### src/design/sed_pkg.sv
// ----------------------------------------------------------------------------
// sed_pkg
// Types and constants shared by the slope event detector modules.
// ----------------------------------------------------------------------------
package sed_pkg;

  // Configuration register indexes
  typedef enum logic [2:0] {
    REG_SAMPLE_INTERVAL = 3'd0,
    REG_MIN_LENGTH      = 3'd1,
    REG_MAX_LENGTH      = 3'd2,
    REG_RISE_LEVEL      = 3'd3,
    REG_OVERLOAD_LEVEL  = 3'd4,
    REG_FALL_LEVEL      = 3'd5,
    REG_HOLDOFF_TIME    = 3'd6
  } cfg_index_t;

  localparam int unsigned SAMPLE_W = 16;
  localparam int unsigned SLOPE_W  = 17;
  localparam int unsigned TIME_W   = 32;
  localparam int unsigned COUNT_W  = 32;
  localparam int unsigned CFG_W    = 16;
  localparam int unsigned OUT_W    = 56;

  // Reset values of the configuration registers
  localparam logic [CFG_W-1:0] SAMPLE_INTERVAL_RST = 16'd10;
  localparam logic [CFG_W-1:0] MIN_LENGTH_RST      = 16'd0;
  localparam logic [CFG_W-1:0] MAX_LENGTH_RST      = 16'hFFFF;
  localparam logic [CFG_W-1:0] RISE_LEVEL_RST      = 16'sd100;
  localparam logic [CFG_W-1:0] OVERLOAD_LEVEL_RST  = 16'h7FFF;
  localparam logic [CFG_W-1:0] FALL_LEVEL_RST      = 16'hFF9C;
  localparam logic [CFG_W-1:0] HOLDOFF_TIME_RST    = 16'd0;

  typedef struct packed {
    logic [CFG_W-1:0] sample_interval;
    logic [CFG_W-1:0] min_length;
    logic [CFG_W-1:0] max_length;
    logic [CFG_W-1:0] rise_level;      // two's complement
    logic [CFG_W-1:0] overload_level;  // two's complement
    logic [CFG_W-1:0] fall_level;      // two's complement
    logic [CFG_W-1:0] holdoff_time;
  } cfg_t;

  typedef struct packed {
    logic [SAMPLE_W-1:0] last_sample;
    logic [TIME_W-1:0]   time_now;
    logic [TIME_W-1:0]   holdoff_until;
    logic [TIME_W-1:0]   event_length;
    logic                armed_flag;
    logic [COUNT_W-1:0]  valid_count;
  } state_t;

  typedef struct packed {
    logic [COUNT_W-1:0] event_total;
    logic               armed;
    logic               blanked;
    logic               overloaded;
    logic               rejected;
    logic               detected;
    logic [SLOPE_W-1:0] slope;
  } result_t;

endpackage

### src/design/sed_step.sv
// ----------------------------------------------------------------------------
// sed_step
// Next-state and result logic for one sample: slope, hold-off test,
// overload abort, arm/end detection and duration window check.
// ----------------------------------------------------------------------------
module sed_step (
  input  sed_pkg::cfg_t                      cfg,
  input  sed_pkg::state_t                    st,
  input  logic [sed_pkg::SAMPLE_W-1:0]       sample,
  output sed_pkg::state_t                    st_next,
  output sed_pkg::result_t                   res
);
  import sed_pkg::*;

  logic signed [SLOPE_W-1:0] slope;
  logic signed [SLOPE_W-1:0] rise_ext;
  logic signed [SLOPE_W-1:0] over_ext;
  logic signed [SLOPE_W-1:0] fall_ext;
  logic [TIME_W-1:0]         time_next;
  logic [TIME_W-1:0]         len_acc;
  logic                      in_holdoff;
  logic                      in_window;

  // Slope and threshold operands, all 17-bit signed
  assign slope    = $signed({1'b0, sample}) - $signed({1'b0, st.last_sample});
  assign rise_ext = $signed({cfg.rise_level[CFG_W-1], cfg.rise_level});
  assign over_ext = $signed({cfg.overload_level[CFG_W-1], cfg.overload_level});
  assign fall_ext = $signed({cfg.fall_level[CFG_W-1], cfg.fall_level});

  // Time advance and hold-off window (plain unsigned compare, wraps)
  assign time_next  = st.time_now + {{(TIME_W-CFG_W){1'b0}}, cfg.sample_interval};
  assign in_holdoff = time_next < st.holdoff_until;

  // Event duration including this sample
  assign len_acc   = st.event_length + {{(TIME_W-CFG_W){1'b0}}, cfg.sample_interval};
  assign in_window = (len_acc >= {{(TIME_W-CFG_W){1'b0}}, cfg.min_length}) &&
                     (len_acc <= {{(TIME_W-CFG_W){1'b0}}, cfg.max_length});

  always_comb begin
    st_next             = st;
    st_next.last_sample = sample;
    st_next.time_now    = time_next;
    res                 = '0;
    res.slope           = slope;

    priority if (in_holdoff) begin
      res.blanked = 1'b1;
    end else if (slope >= over_ext) begin
      res.overloaded        = 1'b1;
      st_next.armed_flag    = 1'b0;
      st_next.event_length  = '0;
      st_next.holdoff_until = time_next + {{(TIME_W-CFG_W){1'b0}}, cfg.holdoff_time};
    end else if (st.armed_flag && (slope <= fall_ext)) begin
      // Armed event ends here
      if (in_window) begin
        st_next.valid_count = st.valid_count + {{(COUNT_W-1){1'b0}}, 1'b1};
        res.detected        = 1'b1;
      end else begin
        res.rejected = 1'b1;
      end
      st_next.armed_flag    = 1'b0;
      st_next.event_length  = '0;
      st_next.holdoff_until = time_next + {{(TIME_W-CFG_W){1'b0}}, cfg.holdoff_time};
    end else if (st.armed_flag || (slope >= rise_ext)) begin
      // Arming, or still in progress: duration grows
      st_next.armed_flag   = 1'b1;
      st_next.event_length = len_acc;
    end else begin
      // Idle and below the rise level: only sample and time move on
    end

    res.armed       = st_next.armed_flag;
    res.event_total = st_next.valid_count;
  end

endmodule

### src/design/slope_event_detector.sv
// ----------------------------------------------------------------------------
// slope_event_detector
// Derivative threshold pulse detector with hold-off, streaming top level.
// ----------------------------------------------------------------------------
// Takes one 16-bit sample per clock and returns one result per sample. The
// sample lands in an input register, the step logic (one 17-bit subtract, the
// 32-bit time and duration adds and their compares) runs in a single pass,
// and the result and new state are registered together as the result register
// loads. The sustained rate is one sample per cycle; the input side keeps
// taking samples while a result waits, and stalls only when both the input
// and result registers are full and the result is not taken. Configuration
// writes are accepted every cycle and take effect on the following samples.
module slope_event_detector (
  input  logic                            clk,
  input  logic                            rst,
  // Sample stream in
  input  logic                            s_tvalid,
  output logic                            s_tready,
  input  logic [15:0]                     s_tdata,   // [15:0] sample
  // Result stream out
  output logic                            m_tvalid,
  input  logic                            m_tready,
  output logic [sed_pkg::OUT_W-1:0]       m_tdata,   // [16:0] slope, [17] detected,
                                                     // [18] rejected, [19] overloaded,
                                                     // [20] blanked, [21] armed,
                                                     // [53:22] event_total, [55:54] zero
  // Configuration writes
  input  logic                            cfg_valid,
  output logic                            cfg_ready,
  input  logic [2:0]                      cfg_index,
  input  logic [sed_pkg::CFG_W-1:0]       cfg_data
);
  import sed_pkg::*;

  cfg_t                cfg;
  state_t              st;
  state_t              st_next;
  result_t             res;
  result_t             res_q;
  logic                in_valid;
  logic [SAMPLE_W-1:0] in_sample;
  logic                out_valid;
  logic                out_load;
  logic                s_xfer;

  // Handshake: result register loads from a full input register whenever it is free or being drained
  assign out_load  = in_valid && (!out_valid || m_tready);
  assign s_tready  = !in_valid || out_load;
  assign s_xfer    = s_tvalid && s_tready;
  assign cfg_ready = 1'b1;
  assign m_tvalid  = out_valid;
  assign m_tdata   = {{(OUT_W-$bits(result_t)){1'b0}}, res_q};

  // Configuration registers
  always_ff @(posedge clk) begin
    if (rst) begin
      cfg.sample_interval <= SAMPLE_INTERVAL_RST;
      cfg.min_length      <= MIN_LENGTH_RST;
      cfg.max_length      <= MAX_LENGTH_RST;
      cfg.rise_level      <= RISE_LEVEL_RST;
      cfg.overload_level  <= OVERLOAD_LEVEL_RST;
      cfg.fall_level      <= FALL_LEVEL_RST;
      cfg.holdoff_time    <= HOLDOFF_TIME_RST;
    end else if (cfg_valid) begin
      unique case (cfg_index)
        REG_SAMPLE_INTERVAL: cfg.sample_interval <= cfg_data;
        REG_MIN_LENGTH:      cfg.min_length      <= cfg_data;
        REG_MAX_LENGTH:      cfg.max_length      <= cfg_data;
        REG_RISE_LEVEL:      cfg.rise_level      <= cfg_data;
        REG_OVERLOAD_LEVEL:  cfg.overload_level  <= cfg_data;
        REG_FALL_LEVEL:      cfg.fall_level      <= cfg_data;
        REG_HOLDOFF_TIME:    cfg.holdoff_time    <= cfg_data;
        default: ;
      endcase
    end
  end

  // Input register
  always_ff @(posedge clk) begin
    if (rst) begin
      in_valid <= 1'b0;
    end else if (s_xfer) begin
      in_valid <= 1'b1;
    end else if (out_load) begin
      in_valid <= 1'b0;
    end
  end

  always_ff @(posedge clk) begin
    if (s_xfer) begin
      in_sample <= s_tdata;
    end
  end

  // Step logic
  sed_step u_step (
    .cfg     (cfg),
    .st      (st),
    .sample  (in_sample),
    .st_next (st_next),
    .res     (res)
  );

  // Detector state, advanced as each result is registered
  always_ff @(posedge clk) begin
    if (rst) begin
      st <= '0;
    end else if (out_load) begin
      st <= st_next;
    end
  end

  // Result register
  always_ff @(posedge clk) begin
    if (rst) begin
      out_valid <= 1'b0;
    end else if (out_load) begin
      out_valid <= 1'b1;
    end else if (m_tready) begin
      out_valid <= 1'b0;
    end
  end

  always_ff @(posedge clk) begin
    if (out_load) begin
      res_q <= res;
    end
  end

  // Checks
  a_ready_when_empty: assert property (@(posedge clk) disable iff (rst)
    !out_valid |-> s_tready)
    else $error("input stalled with an empty result register");

  a_one_outcome: assert property (@(posedge clk) disable iff (rst)
    out_valid |-> !(res_q.detected && res_q.rejected))
    else $error("event both detected and rejected");

  a_abort_disarms: assert property (@(posedge clk) disable iff (rst)
    out_valid && (res_q.overloaded || res_q.detected || res_q.rejected) |-> !res_q.armed)
    else $error("detector still armed after event end or abort");

  a_blank_quiet: assert property (@(posedge clk) disable iff (rst)
    out_valid && res_q.blanked |->
      !(res_q.detected || res_q.rejected || res_q.overloaded))
    else $error("blanked sample produced an event outcome");

  a_count_step: assert property (@(posedge clk) disable iff (rst)
    out_load |=> st.valid_count == $past(st.valid_count) + {31'd0, $past(res.detected)})
    else $error("event count did not follow detection");

endmodule

### config.mk
export PLATFORM = sky130hd
export DESIGN_NAME = slope_event_detector
export DESIGN_NICKNAME = d
export VERILOG_FILES = /design/src/design/sed_pkg.sv /design/src/design/sed_step.sv /design/src/design/slope_event_detector.sv
export SDC_FILE = /design/constraint.sdc
export NUM_CORES = 1
export LEC_CHECK = 0
export ABC_AREA = 1
export BUFFER_PORTS_ARGS = -buffer_cell sky130_fd_sc_hd__buf_2
export CAP_MARGIN = 10
export CORE_ASPECT_RATIO = 0.8
export CORE_MARGIN = 4
export CORE_UTILIZATION = 31
export DETAILED_ROUTE_END_ITERATION = 8
export GPL_TIMING_DRIVEN = 0
export HOLD_SLACK_MARGIN = 0.1
export PLACE_DENSITY = 0.56
export SETUP_SLACK_MARGIN = 0.5
export SLEW_MARGIN = 10
export SYNTH_ARGS = -nofsm -noshare
export SYNTH_HDL_FRONTEND = slang
export SYNTH_HIERARCHICAL = 1
export SYNTH_SLANG_ARGS = --single-unit
### constraint.sdc
create_clock -name clk -period 8.9 [get_ports clk]
set_input_delay 0.445 -clock clk [delete_from_list [all_inputs] [get_ports clk]]
set_output_delay 0.445 -clock clk [all_outputs]
set_load 0.005 [all_outputs]
== Yosys cells after proc, flatten, opt, wreduce, memory -nomap -nowiden ==
Index checks and enable logic that the tools add are counted.

* Bits in registers: 329
* Input bits: 40
* Output and inout bits: 59
* Word-level logic and storage cells: 82

* Add/subtract/negate cells: 5
* Magnitude comparators: 6
* Equal/unequal tests: 6
* Multiplexer cells: 16
* Bitwise logic cells: 2
* Reductions and logical operators: 24

{| class="wikitable"
|+ Operators by type and width
! cell !! count
|-
| 2-to-1 mux 32 bit || 4
|-
| 2-to-1 mux 33 bit || 3
|-
| adder 32 x 16 -> 32 bit || 3
|-
| 2-to-1 mux 65 bit || 1
|-
| greater-or-equal comparator 17 x 16 -> 1 bit || 2
|-
| adder 32 x 1 -> 32 bit (second input constant) || 1
|-
| greater-or-equal comparator 32 x 16 -> 1 bit || 1
|-
| <= comparator 32 x 16 -> 1 bit || 1
|-
| less-than comparator 32 bit || 1
|-
| <= comparator 17 x 16 -> 1 bit || 1
|-
| subtractor 16 x 16 -> 17 bit || 1
|-
| AND reduction 2 bit || 7
|-
| equality test 3 bit (second input constant) || 3
|-
| 2-to-1 mux 1 bit || 8
|-
| equality test 3 x 2 -> 1 bit (second input constant) || 2
|-
| AND reduction 3 bit || 2
|-
| nonzero test 2 bit || 3
|-
| logical AND 1 bit || 4
|-
| equality test 3 x 1 -> 1 bit (second input constant) || 1
|-
| logical NOT 3 bit || 1
|-
| logical OR 1 bit || 3
|-
| nonzero test 3 bit || 1
|-
| OR reduction 3 bit || 1
|-
| logical NOT 1 bit || 2
|-
| NOT 1 bit || 2
|}

== Longest topological paths before layout ==
Gate-level depths: netlist (run 1).

* Depth after elaboration: 7
* Mapped depth: 35
* Gate-level depth less buffers: 34

== By module ==
Netlist (run 1), hierarchy kept.

{| class="wikitable"
|+ By module, submodules not included
! module !! times used !! cells each !! area each (µm²) !! seq. area each (µm²)
|-
| slope_event_detector || 1 || 1465 || 12423.2 || 7287.0
|-
| sed_step || 1 || 1964 || 10701.5 || 0.0
|}

== Least setup slack after synthesis (run 1) ==
No wires, ideal clock.

* Path type: reg-to-reg
* From: reg in_sample[0]
* To: reg, netlist name st[0]
* Setup time: 113 ps
* Data arrival time: 4442 ps
* Required time: 8787 ps
* Path slack: 4345 ps
* Cell stages (with the launch flop): 34
* Buffers on the path: 2
* Clock period less this slack: 4555 ps
* Path through: edfxtp_1 inv_1 ha_1 inv_1 fa_1 nand3_1 nand3_1 nand2_1 o211ai_1 a21oi_1 o21ai_0 a21boi_0 o21ai_0 nand2_1 nand2_1 a21oi_1 ha_1 nand2_1 nor2_1 a21boi_0 nor2_1 nand3_1 nand2_1 nand3_1 nor2_4 inv_2 nor2_4 buf_2 nand2_1 xnor2_1 buf_4 nand3b_1 nand2_1 nor2_1

{| class="wikitable"
|+ RTL lines
! what !! RTL line !! RTL
|-
| start, declared || slope_event_detector.sv:41 || <nowiki>logic [SAMPLE_W-1:0] in_sample;</nowiki>
|-
| start signal, assigned || slope_event_detector.sv:91 || <nowiki>in_sample <= s_tdata;</nowiki>
|}

==> results of run 1 <==
[metrics by stage]
stage	hold slack, ns	instance area [sq um]	power, W
after floorplan	0.429	23100	0.00262
after detailed placement	0.446	24900	0.00301
after global placement	0.441	24900	0.00300
after CTS	0.120	26400	0.00477
final	0.131	26400	0.00473
after global routing	0.145	26400	0.00503
[worst max-delay path, delay by kind of cell (launching register included)]
family                     cells  cell delay (ns)
and+or+nand+nor                9             1.27
adders and majority gates      3             0.98
buffers and inverters          4             0.72
AOI/OAI and AO/OA             12             3.24
DFF                            1             0.39
[routing by layer]
layer  vias to the layer above  global-route usage, %  wire length, um
li1                      11200                      -                -
met1                      9821                   25.5            34900
met2                       549                   27.5            30100
met3                        90                   3.07             4780
met4                         0                   5.03             1750
met5                         -                      0                0
[worst max-delay path by stage]
stage	cells after the start	endpoint	startpoint	slack, ns
4_1_cts	28	st[32]	in_sample[0]	2.30
2_1_floorplan	33	st[0]	in_sample[0]	4.35
6_report	28	st[32]	in_sample[0]	2.24
3_3_place_gp	28	st[32]	in_sample[0]	2.35
3_5_place_dp	28	st[32]	in_sample[0]	2.32
5_1_grt	28	st[32]	in_sample[0]	1.83
[report_power, final]
| group | internal, W | switching [W] |
|---|---|---|
| combinational | 0.000461 | 0.000838 |
| clock | 0.000996 | 0.000729 |
| sequential | 0.00163 | 0.0000747 |
[repair_timing]
item	4_1_cts	5_1_grt
endpoints found under the hold margin	18	0
hold buffers	17	0
setup endpoints to repair	0	0
[state kept, by name (all words and copies together) (netlist names)]
signal and count:
m_tvalid 1, in_valid 1, st 145, m_tdata 54, cfg 112, in_sample 16
[final cells by class]
cell class              count  area share (%)
clock buffers              53            4.38
inverters                 412            5.85
repair buffers            113            2.52
multi-input cells        2518            50.4
plain buffers             171            3.68
diodes                      1         0.00946
flip-flops and latches    329            27.6
well taps                1001            4.74
clock inverters            25           0.880
[cell families (layout without fill, tap and decap cells)]
family	after synthesis	count (layout)	synth area share, %
AOI/OAI and AO/OA	230	230	5.45
xor gates and xnor gates	81	81	3.33
adders and majority gates	183	183	10.0
buffers and inverters	583	774	10.9
DFF	329	329	31.5
other	2	4	0.0325
and+or+nand+nor	2021	2021	38.8
[layout by cell type (no fill, tap or decap), types with 8 or more instances in the layout]
cell type      count
clkbuf_1          36
nand2_2           19
nand4_1           65
dlygate4sd3_1     17
clkinv_2           8
ha_1             179
a21oi_1          114
buf_1             15
nor3_1            30
xnor2_1           29
nor2_1           598
inv_2             22
buf_2            159
clkbuf_16         44
xor2_1            44
o21ai_0           72
inv_1            387
edfxtp_1          70
nand3b_1         150
buf_4             58
dfxtp_1          259
nand2_1          871
nand3_1          233
nor4_1            10
nor2_4            12
nor2_2            14
==> metrics.yaml, run 1 <==
outcome: "complete, no violations"
grt_pass1_vias: 20200
drive_gt1_share_pct: 10.6
num_rows: 89
ioPinCount: 99
critPathLaunchType: "flop"
die_area_sq_mm: 0.0791
die_h_um: 252
cp_slowest_cell: "o21ai_0"
hold_viol_final: 0
post-place-ws_ns: 2.32
yosys_warnings: 6
worst_pin_slew_ns: 1.13
mappedNetlistArea_sq_mm: 0.0231
crit_fanout: 10
required_ns: 9.42
ys_seq_area_share_pct: 31.5
fmax_ghz: 0.150
yosys.area.top_type: "dfxtp_1"
port_buffers: 95
regArea_sq_mm: 0.00729
min_path_type: "in2reg"
post-place-cells: 4527
synth_top_cell_area_share_pct: 22.4
detail_route.wl_per_cell_um: 15.5
cts_tree: "done"
yosys-top-cells-count: "871 x nand2_1, 598 x nor2_1, 387 x inv_1"
layout.nets: 3810
areaGrowthSynthToFinish_pct: 14.3
r2r-start: "in_sample[0]"
critPathKind: "reg2reg"
vias_per_cell: 4.69
synth_edf_count: 70
cts.sinks: 329
p_leak_nw: 12.9
ys.flop_type: "dfxtp_1"
post_cts_buffers: 0
post_synth.cell_area_avg_sq_um: 6.74
cpMostUsedCell: "nand2_1"
critPathMaxStageDelay_ns: 0.90
synth.distinct_cells: 58
cts_made_buffers: 42
synth_cells: 3429
r2r_setup_slack_ns: 2.24
ys_ff_latch: 329
end_kind: "flop"
maxSlewViolCount: 0
clk_latency_ns: 0.59
finalWeightedCongestion: 0.955
setup_viol_count_final: 0
min_path_cells: 3
fin_crit_sh_pct: 74.8
hpwlAfterDp_um: 55900
finalNonFillerCells: 4623
power.density_mw_per_mm2: 179
nFillCells: 7956
vias: 21700
overflow: 0
ctsHtreeMaxLevel: 2
wl_um: 71600
drv_cap: 0
hp-start: "cfg_data[14]"
rsz0062_at_grt: "false"
r2r_end: "st[32]"
finalCriticalPeriod_ns: 6.66
antenna_found_initial: 1
grt_max_degree: 38
fp.dieW_um: 313
worst_slack_ns: 2.24
synthArstFlopShare_pct: 0
synth.most_common_cell: "nand2_1"
core_area_sq_mm: 0.0738
irDropWorstVdd_v: 0.000147
multi_input_area_sq_mm: 0.0133
clockBufferDepth: 3
slew-limit-headroom_pct: 23.9
post_cts_resized: 0
skew_ns: 0.0297
drt_iter0_drc: 1975
grt_pass1_wl_um: 112000
ant_nets: 0
final.setup.tns_ns: 0
dr.pass1.iters: 5
synth_area_leaders: "dfxtp_1 22%, nand2_1 14%, nor2_1 9.7%, ha_1 9.7%, edfxtp_1 9.1%"
clk_pin_slew_worst_paths_ns: 0.06
cts_root_buf: "clkbuf_16"
fin_util_pct: 35.8
min_to: "cfg[46]"
start_util_pct: 31.3
reg2regPathDepth: 28
arrival_ns: 7.18
grt_util_all_layers_pct: 17.8
post-route-drc-count: 0
Note: power is estimated with default switching activity, not from simulation.
==> run 2: changes to the inputs <==
==> constraint.sdc (replaced) <==
create_clock -name clk -period 6.7 [get_ports clk]
set_input_delay 0.335 -clock clk [delete_from_list [all_inputs] [get_ports clk]]
set_output_delay 0.335 -clock clk [all_outputs]
set_load 0.005 [all_outputs]
==> run 2 against run 1 <==
Net effect:
- fmax is 14% higher
- core utilization up 0.27 points
- sequential power up 33%
- first-iteration DRC count about the same
- worst setup slack got worse by 1.4 ns
- cell count is 0.37% higher
- die area did not move
- critical endpoint is now st[53]
- largest power group unchanged
- largest cell class unchanged
- sequential share of layout area fell by 0.21 points
- routed wire length is 0.43% higher
==> metrics.yaml, run 2 (synthesized netlist as in run 1, its figures left out) <==
post-place-ws_ns: 0.121  # -2.20 ns
antenna_found_initial: 1  # unchanged
fp.dieW_um: 313  # unchanged
outcome: "complete, no violations"
areaGrowthSynthToFinish_pct: 15.2
rsz0062_at_grt: "true"
post-place-cells: 4527  # unchanged
p_switching_w: 0.00219  # +33%
p_leak_nw: 13.0  # +0.65%
final_cell_mix: "871 x nand2_1, 598 x nor2_1, 387 x inv_1, 259 x dfxtp_1, 233 x nand3_1"
fin_util_pct: 36.1  # +0.27 points
drt_iter0_drc: 1974  # -0.051%
cpMostUsedCell: "nand2_1"
core_area_sq_mm: 0.0738  # unchanged
grt_max_degree: 38  # unchanged
dr.pass1.iters: 8  # +3
nFillCells: 7952  # -0.050%
skew_ns: 0.0293  # -0.000352 ns
critical_path.top_delay_family: "compound AO/OA/AOI/OAI gates"
min_path_type: "in2reg"
largest_reg_flops: 145  # unchanged
finalCriticalPeriod_ns: 5.84  # -0.818 ns
worst_pin_slew_ns: 0.945  # -0.184 ns
finalWeightedCongestion: 0.955  # unchanged
cts.sinks: 329  # unchanged
detail_route.wl_per_cell_um: 15.5  # about the same
die_area_sq_mm: 0.0791  # unchanged
cp_num_cells: 26  # -7.1%
reg2regPathDepth: 26  # -7.1%
overflow: 0  # unchanged
power.clock.fraction_pct: 36.4  # about the same
postLayoutCellArea_sq_mm: 0.0266  # +0.77%
cts_tree: "done"
worst_slack_ns: 0.858  # -1.38 ns
post-route-drc-count: 0  # unchanged
slew-limit-headroom_pct: 36.8  # +13 points
pwr-share-seq_pct: 35.9  # about the same
min_path_cells: 5  # +2
switching_share_pct: 34.7  # about the same
drive_gt1_share_pct: 10.7  # +0.12 points
num_rows: 89  # unchanged
clockBufferDepth: 3  # unchanged
port_buffers: 95  # unchanged
power.density_mw_per_mm2: 236  # +32%
grt_pass1_wl_um: 113000  # +0.53%
grt_util_all_layers_pct: 17.9  # +0.095 points
final.setup.tns_ns: 0  # unchanged
setup_viol_count_final: 0  # unchanged
wl_um: 71900  # +0.43%
start_util_pct: 31.3  # unchanged
crit_fanout: 10  # unchanged
cts_made_buffers: 42  # unchanged
vias_per_cell: 4.70  # +0.28%
combPwrFrac_pct: 27.6  # about the same
ctsHtreeMaxLevel: 2  # unchanged
die_h_um: 252  # unchanged
placed_area_sq_mm: 0.0249  # unchanged
cts_root_buf: "clkbuf_16"
globalRoute.busiestLayer: "met2"
grt.met3_usage_pct: 2.98  # -0.082 points
hold_viol_final: 0  # unchanged
drv_cap: 0  # unchanged
hpwlAfterDp_um: 55900  # unchanged
finalNonFillerCells: 4640  # +0.37%
critPathKind: "reg2reg"
irDropWorstVdd_v: 0.000195  # +33%
critPathLaunchType: "flop"
end_kind: "flop"
fmax_ghz: 0.171  # +14%
ant_nets: 0  # unchanged
maxSlewViolCount: 0  # unchanged
met1_usage_pct: 25.6  # +0.10 points
power.internal_w: 0.00411  # +33%
top_register: "st"
ioPinCount: 99  # unchanged
grt_pass1_vias: 20300  # +0.73%
cp_slowest_cell: "o21ai_0"
fin_crit_sh_pct: 87.2  # +12 points
required_ns: 7.22  # -2.20 ns
final_common_cell: "nand2_1"
vias: 21800  # +0.65%
arrival_ns: 6.36  # -0.82 ns
met2_usage_pct: 27.7  # +0.23 points
clk_latency_ns: 0.59  # about the same
critPathMaxStageDelay_ns: 0.55  # -0.35 ns
clk_pin_slew_worst_paths_ns: 0.06  # about the same
cp.buffers_inverters: 4  # unchanged
layout.nets: 3827  # +0.45%
==> run 2: stage by stage <==
stage / power, W / hold slack (ns)
after global placement: 0.00398 / 0.441
after CTS: 0.00634 / 0.196
final: 0.00630 / 0.227
after global routing: 0.00669 / 0.239
after floorplan: 0.00348 / 0.404
after detailed placement: 0.00400 / 0.446
==> run 2: power groups by stage <==
stage	logic, W	registers (W)	clock network [W]
2_1_floorplan	0.00121	0.00227	0
3_5_place_dp	0.00169	0.00231	0
6_report	0.00174	0.00226	0.00229
5_1_grt	0.00197	0.00228	0.00244
3_3_place_gp	0.00168	0.00230	0
4_1_cts	0.00172	0.00226	0.00236
==> run 2: per-layer routing <==
layer  up-vias  share of wire [%]
met5         -                  0
met4         0                2.5
met3       103                6.8
met2       567                 42
met1      9899                 49
li1      11300                  -
==> run 2: path summary, 6_finish.rpt <==
path | startpoint | endpoint | slack, ns
worst max-delay path | cfg[96] | st[53] | 0.86
worst min-delay path | cfg_index[0] | cfg[1] | 0.23
worst max register to register | cfg[96] | st[53] | 0.86
worst min register to register | cfg[18] | cfg[18] | 0.46
==> run 2: cell type report <==
class | count | area [sq um] | area share (%)
Sequential cell | 329 | 7290 | 27.3
Tap cell | 1001 | 1250 | 4.70
Clock inverter | 25 | 233 | 0.873
Antenna cell | 1 | 2.50 | 0.00939
Buffer | 171 | 976 | 3.66
Inverter | 412 | 1550 | 5.80
Multi-Input combinational cell | 2518 | 13400 | 50.1
Timing Repair Buffer | 130 | 836 | 3.14
Clock buffer | 53 | 1160 | 4.35
==> run 2: worst register-to-register path: stages (launching register included) <==
cell,delay [ns]
dfxtp_1,0.39
ha_1,0.28
inv_1,0.10
fa_1,0.41
inv_1,0.14
nand3_1,0.09
nand2_1,0.13
a21oi_1,0.14
o21ai_0,0.55
nand2_1,0.14
nand2_1,0.13
nand2_1,0.08
nand2_1,0.25
ha_1,0.31
nand2_1,0.06
o21ai_0,0.12
o21bai_1,0.16
o2111ai_1,0.14
a21oi_2,0.54
inv_1,0.20
nand2_1,0.39
clkbuf_1,0.46
o21ai_0,0.19
nor2_1,0.13
nand3b_1,0.11
nand2_1,0.06
nor2_1,0.08
==> run 2: what timing repair did <==
action,in CTS,in global routing
hold buffers,34,0
buffers inserted,0,0
hold endpoints to repair,64,0
setup endpoints to repair,34,70
resized for setup,2,9
